### src/design/pixel_color_adjust_core_assert.svh
`ifndef PIXEL_COLOR_ADJUST_CORE_ASSERT_SVH
`define PIXEL_COLOR_ADJUST_CORE_ASSERT_SVH

// same-cycle implication, checked on clk, off while in reset
`define PCA_ASSERT_NOW(lbl, ante, cons) \
  lbl: assert property (@(posedge clk) disable iff (!rst_n) (ante) |-> (cons)) \
    else $error("pca assertion failed");

// next-cycle implication
`define PCA_ASSERT_NEXT(lbl, ante, cons) \
  lbl: assert property (@(posedge clk) disable iff (!rst_n) (ante) |=> (cons)) \
    else $error("pca assertion failed");

`endif

### src/design/pca_pkg.sv
package pca_pkg;

  localparam int ChanW    = 8;
  localparam int ModeW    = 3;
  localparam int NumLanes = 3;
  localparam int CfgAddrW = 3;
  localparam int CfgDataW = 32;

  localparam logic [ModeW-1:0] MODE_GRAY  = 3'd0;
  localparam logic [ModeW-1:0] MODE_RED   = 3'd1;
  localparam logic [ModeW-1:0] MODE_GREEN = 3'd2;
  localparam logic [ModeW-1:0] MODE_BLUE  = 3'd3;
  localparam logic [ModeW-1:0] MODE_HIGH  = 3'd4;
  localparam logic [ModeW-1:0] MODE_LOW   = 3'd5;
  localparam logic [ModeW-1:0] MODE_NEG   = 3'd6;

  // lane order: blue, green, red
  localparam logic [ModeW-1:0] TintMode [NumLanes] = '{MODE_BLUE, MODE_GREEN, MODE_RED};

  localparam logic [ChanW-1:0] MeanThresh = 8'd127;

  typedef logic [ChanW-1:0] chan_t;

  typedef struct packed {
    chan_t in_blue;
    chan_t in_green;
    chan_t in_red;
  } pca_in_t;

  typedef struct packed {
    chan_t out_blue;
    chan_t out_green;
    chan_t out_red;
  } pca_out_t;

  // per-channel candidates found by one lane
  typedef struct packed {
    chan_t orig;
    chan_t tint;
    chan_t hi_up;
    chan_t hi_dn;
    chan_t low;
    chan_t neg;
  } lane_cand_t;

endpackage

### src/design/pixel_color_adjust_core.sv
// Pipeline: from request accept to result valid a pixel passes the lane/mean stage, then the merge stage.
// Throughput: one pixel per clock while in_stall is low; three channel lanes plus a mean unit run in parallel.
// in_stall rises only when both stages hold data and out_stall is high.
// Reset (rst_n, synchronous, active low) clears the pipeline valids and sets mode to gray.
module pixel_color_adjust_core
  import pca_pkg::*;
(
  input  logic                clk,
  input  logic                rst_n,
  input  logic                in_valid,
  output logic                in_stall,
  input  pca_in_t             in_data,
  output logic                out_valid,
  input  logic                out_stall,
  output pca_out_t            out_data,
  input  logic                cfg_psel,
  input  logic                cfg_penable,
  input  logic                cfg_pwrite,
  input  logic [CfgAddrW-1:0] cfg_paddr,
  input  logic [CfgDataW-1:0] cfg_pwdata,
  output logic [CfgDataW-1:0] cfg_prdata,
  output logic                cfg_pready
);

  logic [ModeW-1:0] mode_r, mode_nxt;
  logic             s1_valid_r, s1_valid_nxt;
  logic             out_valid_r, out_valid_nxt;
  logic             s1_load, s2_load, cfg_wr;

  chan_t      chan_in [NumLanes];
  lane_cand_t cand    [NumLanes];
  chan_t      mean;

  // config
  assign cfg_pready = 1'b1;
  assign cfg_wr     = cfg_psel && cfg_penable && cfg_pwrite && cfg_pready;
  assign cfg_prdata = cfg_paddr[CfgAddrW-1] ? '0 : {{(CfgDataW-ModeW){1'b0}}, mode_r};

  always_comb begin
    mode_nxt = mode_r;
    if (cfg_wr && !cfg_paddr[CfgAddrW-1]) begin
      mode_nxt = cfg_pwdata[ModeW-1:0];
    end
  end

  // pipeline control
  assign s2_load  = !out_valid_r || !out_stall;
  assign s1_load  = !s1_valid_r || s2_load;
  assign in_stall = !s1_load;

  always_comb begin
    s1_valid_nxt  = s1_load ? in_valid : s1_valid_r;
    out_valid_nxt = s2_load ? s1_valid_r : out_valid_r;
  end

  always_ff @(posedge clk) begin
    if (!rst_n) begin
      mode_r      <= MODE_GRAY;
      s1_valid_r  <= 1'b0;
      out_valid_r <= 1'b0;
    end else begin
      mode_r      <= mode_nxt;
      s1_valid_r  <= s1_valid_nxt;
      out_valid_r <= out_valid_nxt;
    end
  end

  assign chan_in[0] = in_data.in_blue;
  assign chan_in[1] = in_data.in_green;
  assign chan_in[2] = in_data.in_red;

  for (genvar g = 0; g < NumLanes; g++) begin : g_lane
    pca_lane u_lane (
      .clk  (clk),
      .en   (s1_load && in_valid),
      .chan (chan_in[g]),
      .cand (cand[g])
    );
  end

  pca_mean u_mean (
    .clk  (clk),
    .en   (s1_load && in_valid),
    .pix  (in_data),
    .mean (mean)
  );

  pca_merge u_merge (
    .clk  (clk),
    .en   (s2_load && s1_valid_r),
    .mode (mode_r),
    .mean (mean),
    .cand (cand),
    .pix  (out_data)
  );

  assign out_valid = out_valid_r;

`include "pixel_color_adjust_core_assert.svh"

  `PCA_ASSERT_NOW(a_stall_full, in_stall, s1_valid_r && out_valid_r && out_stall)
  `PCA_ASSERT_NEXT(a_req_enters, in_valid && !in_stall, s1_valid_r)
  `PCA_ASSERT_NEXT(a_s1_moves, s1_valid_r && s2_load, out_valid_r)
  `PCA_ASSERT_NEXT(a_mode_wr, cfg_wr && !cfg_paddr[CfgAddrW-1],
                   mode_r == $past(cfg_pwdata[ModeW-1:0]))

endmodule

### src/design/pca_lane.sv
module pca_lane
  import pca_pkg::*;
(
  input  logic       clk,
  input  logic       en,
  input  chan_t      chan,
  output lane_cand_t cand
);

  localparam logic [ChanW:0] Sat255  = 9'd255;
  localparam chan_t          LowHi   = 8'd170;
  localparam chan_t          LowMid  = 8'd127;

  lane_cand_t cand_r, cand_nxt;

  logic [ChanW:0]   x1p5, x1p25;
  logic [ChanW+1:0] x3;
  chan_t            x0p75;

  always_comb begin
    x1p5  = {1'b0, chan} + {2'b0, chan[ChanW-1:1]};
    x1p25 = {1'b0, chan} + {3'b0, chan[ChanW-1:2]};
    x3    = {2'b0, chan} + {1'b0, chan, 1'b0};
    x0p75 = x3[ChanW+1:2];

    cand_nxt.orig  = chan;
    cand_nxt.tint  = (x1p5 > Sat255) ? 8'hFF : x1p5[ChanW-1:0];
    cand_nxt.hi_up = (x1p25 > Sat255) ? 8'hFF : x1p25[ChanW-1:0];
    cand_nxt.hi_dn = x0p75;
    cand_nxt.neg   = 8'hFF - chan;
    if (chan >= LowHi) begin
      cand_nxt.low = x0p75;
    end else if (chan >= LowMid) begin
      cand_nxt.low = LowMid;
    end else if (x1p25 > {1'b0, LowMid}) begin
      cand_nxt.low = LowMid;
    end else begin
      cand_nxt.low = x1p25[ChanW-1:0];
    end
  end

  always_ff @(posedge clk) begin
    if (en) begin
      cand_r <= cand_nxt;
    end
  end

  assign cand = cand_r;

endmodule

### src/design/pca_mean.sv
module pca_mean
  import pca_pkg::*;
(
  input  logic    clk,
  input  logic    en,
  input  pca_in_t pix,
  output chan_t   mean
);

  // floor(s/3) == (s*683) >> 11 for every s below 2048
  localparam int SumW      = ChanW + 2;
  localparam int RecipW    = 10;
  localparam int MeanShift = 11;
  localparam logic [RecipW-1:0] MeanRecip = 10'd683;

  logic [SumW-1:0]        sum;
  logic [SumW+RecipW-1:0] prod;
  chan_t                  mean_r;

  always_comb begin
    sum  = {2'b0, pix.in_blue} + {2'b0, pix.in_green} + {2'b0, pix.in_red};
    prod = {{RecipW{1'b0}}, sum} * {{SumW{1'b0}}, MeanRecip};
  end

  always_ff @(posedge clk) begin
    if (en) begin
      mean_r <= prod[MeanShift+ChanW-1:MeanShift];
    end
  end

  assign mean = mean_r;

endmodule

### src/design/pca_merge.sv
module pca_merge
  import pca_pkg::*;
(
  input  logic             clk,
  input  logic             en,
  input  logic [ModeW-1:0] mode,
  input  chan_t            mean,
  input  lane_cand_t       cand [NumLanes],
  output pca_out_t         pix
);

  chan_t    res [NumLanes];
  logic     mean_hi;
  pca_out_t pix_r, pix_nxt;

  always_comb begin
    mean_hi = (mean > MeanThresh);
    for (int i = 0; i < NumLanes; i++) begin
      case (mode) inside
        MODE_GRAY:                       res[i] = mean;
        MODE_RED, MODE_GREEN, MODE_BLUE: res[i] = (mode == TintMode[i]) ? cand[i].tint
                                                                          : cand[i].orig;
        MODE_HIGH:                       res[i] = mean_hi ? cand[i].hi_up : cand[i].hi_dn;
        MODE_LOW:                        res[i] = cand[i].low;
        MODE_NEG:                        res[i] = cand[i].neg;
        default:                         res[i] = cand[i].orig;
      endcase
    end
    pix_nxt.out_blue  = res[0];
    pix_nxt.out_green = res[1];
    pix_nxt.out_red   = res[2];
  end

  always_ff @(posedge clk) begin
    if (en) begin
      pix_r <= pix_nxt;
    end
  end

  assign pix = pix_r;

endmodule
### config.mk
export PLATFORM = sky130hd
export DESIGN_NAME = pixel_color_adjust_core
export DESIGN_NICKNAME = d
export VERILOG_FILES = /design/src/design/pca_pkg.sv /design/src/design/pixel_color_adjust_core.sv /design/src/design/pca_lane.sv /design/src/design/pca_mean.sv /design/src/design/pca_merge.sv
export VERILOG_INCLUDE_DIRS = /design/src /design/src/design
export SDC_FILE = /design/constraint.sdc
export NUM_CORES = 1
export LEC_CHECK = 0
export ABC_AREA = 1
export BUFFER_PORTS_ARGS = -buffer_cell sky130_fd_sc_hd__buf_2
export CORE_ASPECT_RATIO = 0.5
export CORE_MARGIN = 3
export CORE_UTILIZATION = 50
export CTS_BUF_LIST = sky130_fd_sc_hd__clkbuf_4 sky130_fd_sc_hd__clkbuf_8 sky130_fd_sc_hd__clkbuf_16
export DETAILED_ROUTE_END_ITERATION = 8
export PLACE_DENSITY = 0.81
export SYNTH_ARGS = -nofsm -noshare
export SYNTH_HDL_FRONTEND = slang
export SYNTH_SLANG_ARGS = --single-unit
### constraint.sdc
create_clock -name clk -period 12.7 [get_ports clk]
set_input_delay 0.635 -clock clk [delete_from_list [all_inputs] [get_ports clk]]
set_output_delay 0.635 -clock clk [all_outputs]
set_load 0.01 [all_outputs]
==> summary.txt <==
STA
  – Final Hold Viols: 0
  – F_max: 148.0 MHz
  – Final number of setup-violating endpoints: 0
  – RSZ-0062 raised after global routing: no
  – Minimum clock period: 6759 ps
  – Worst-Margin Slew: 1260 ps
  – Slew margin rel.: 15.97%
  – Final period util: 53.22%
  – Sum of negative setup slack: 0 ps
  – Slew Viols, Final: 0
  – Final Skew: 13.30 ps

Setup path
  – Cell mode on critical path: inv_1
  – Setup CP Type: in -> reg
  – Max incr delay on CP: 530 ps
  – Req. time, crit path: 12,880 ps
  – Setup crit start kind: input pin
  – CP endpoint kind: flop
  – Critical-path cell with the highest stage delay: fa_1
  – Crit path max fanout: 6
  – Worst EP arrival: 6940 ps

Clocking
  – Number of gates resized after cts: 0
  – CTS tree: built
  – CTS Root Cell: clkbuf_16
  – CTS Sinks: 181
  – Hold buffers post-CTS: 0
  – Post-CTS setup repair buffer count: 0
  – CTS H-tree lvls: 4
  – CTS Buffer Depth: 2
  – Number of buffers created by CTS: 17
  – Clk Latency, worst-skew pair: 450 ps
  – Reg clk slew, reported paths: 70 ps

Synth
  – Top cells by area, synth: edfxtp_1 41%, ha_1 13%, nand2_1 9.2%, inv_1 5.9%, fa_1 4.4%
  – EDFF count, synth: 176
  – Largest family of logic cells by synthesized area: simple AND/OR/NAND/NOR gates
  – Synth unique cells: 50
  – Synth Area in Adders: 17.75%
  – Seq/Total Area, Yosys: 42.03%
  – Synth Register Bits: 181
  – Yosys top cell area share: 41.25%
  – Post-synthesis simple-gate area fraction: 19.37%
  – Post-synthesis mux area share: 0%
  – XOR/XNOR Fraction of Synth Area: 3.145%
  – Mean post-synth cell area: 8.935 um^2
  – Ys Warns: 0
  – Synth Area in Compound Gates: 8.975%
  – Async set or reset register ratio after synthesis: 0%
  – Cell Area, Synth: 12,810 um^2
  – Syn Inst Count: 1,434
  – Leading area contributor after synthesis: edfxtp_1
  – Commonest register cell after synthesis: edfxtp_1

Finish
  – Multi-input gate area: 6425 um^2
  – Ratio of cells with drive above 1 in the final layout: 9.379%
  – Register area: 5385 um^2
  – Fin nets: 1,732
  – Area growth, synth to finish: 9.151%
  – # diodes: 0
  – FILL cells: 2,033
  – Most frequent cells in the layout: 314 x nand2_1, 202 x inv_1, 176 x edfxtp_1
  – Commonest non-fill, non-tap cell in the layout: nand2_1

GRT
  – Initial antenna violation count: 1
  – First-pass GRT wire length: 49,800 um
  – Largest net degree at the start of global routing: 86
  – GRT Total Usage: 23.10%
  – Total gr overflow: 0
  – Number of global-route vias before repair: 9,427

Die
  – Die Wd: 232.4 um
  – Initial core utilization: 52.14%
  – Die Height: 119.2 um
  – Core region area: 24,570 um^2
  – IO Count: 125
  – # rows: 40
  – Die Footprint: 27,700 um^2

Drt
  – WL per Instance: 17.01 um
  – Drc violations: 0
  – Met2 WL post-DR: 14,390 um
  – Top Metal Used: met5
  – Post-route ant nets: 0
  – Drt pass-1 iters: 6
  – Via count: 10,190
  – Vias per cell: 5.509
  – Routed wire length: 31,470 um
  – Detail Route met3 WL: 3010 um
  – Initial drt markers: 1,144
  – Wl on met1: 12,980 um

Outcome
  – Status: complete, no violations

Run
  – Max_cap viols: 0

Place
  – GPL Wtd Cong: 0.9500
  – Hpwl dp: 23,040 um
  – I/O Buffers: 63

Worst hold path
  – Hold crit path type: in -> reg
stage by stage:
| stage | hold WS, ps | worst slack (ps) | area, um^2 | cells | util (%) |
|---|---|---|---|---|---|
| after floorplan | 452.5 | 6681 | 12920 | 1462 | - |
| after global placement | 487.4 | 5781 | 13380 | 1818 | 54.45 |
| after detailed placement | 495.1 | 5633 | 13380 | 1818 | 54.45 |
| after CTS | 467.5 | 6082 | 13980 | 1850 | 56.91 |
| after global routing | 464.5 | 5621 | 13980 | 1850 | 56.91 |
| final | 473.6 | 5941 | 13980 | 1850 | 56.91 |
final timing paths:
check / from / end / slack (ps) / depth (start not counted)
min reg2reg: s1_valid_r / out_valid / 500 / 2
min: out_stall / out_valid / 470 / 3
max reg2reg: u_mean.mean[7] / u_merge.pix[8] / 9520 / 5
max: in_data[16] / u_mean.mean[0] / 5940 / 32
area by class of cell:
| class | instances | share of cell area [%] |
|---|---|---|
| multi-input cells | 1020 | 45.94 |
| flip-flops and latches | 181 | 38.51 |
| inverters | 215 | 5.807 |
| clock buffers | 17 | 3.042 |
| well taps | 336 | 3.006 |
| repair buffers | 66 | 2.416 |
| clock inverters | 15 | 1.279 |
synthesized netlist by cell type, drive strengths merged (13+ instances only):
cell type    n
nand2      317
inv        215
edfxtp     176
ha         137
nor2       116
nand3       98
a21oi       73
o21ai       64
buf         37
fa          28
xor2        27
nand4       25
or2         20
xnor2       19
o211ai      13
critical path, delay by kind of cell:
kind	cells	cell delay, ps
AOI/OAI and AO/OA	7	1320
xor gates and xnor gates	2	460
adders and majority gates	8	3120
buffers and inverters	9	740
and+or+nand+nor	6	660
registers in the layout, indices dropped and copies added (netlist names):
| signal | flops |
|---|---|
| g_lane.u_lane.cand | 144 |
| mode_r | 3 |
| out_valid | 1 |
| s1_valid_r | 1 |
| u_mean.mean | 8 |
| u_merge.pix | 24 |
logic make-up after synthesis:
group	count (synthesis)
compound gates	195
xor+xnor	46
fa+ha+maj	165
buf+inv	261
flops	181
other cells	2
simple gates	584
metal layers:
layer / GRT usage (%) / vias up
met2: 36.85 / 528
met1: 30.95 / 4694
met4: 9.853 / 2
li1: - / 4892
met3: 4.326 / 75
met5: 0 / -
Power is not shown: default switching activity piles up to over one toggle a cycle in this logic, so the estimate is an artifact.
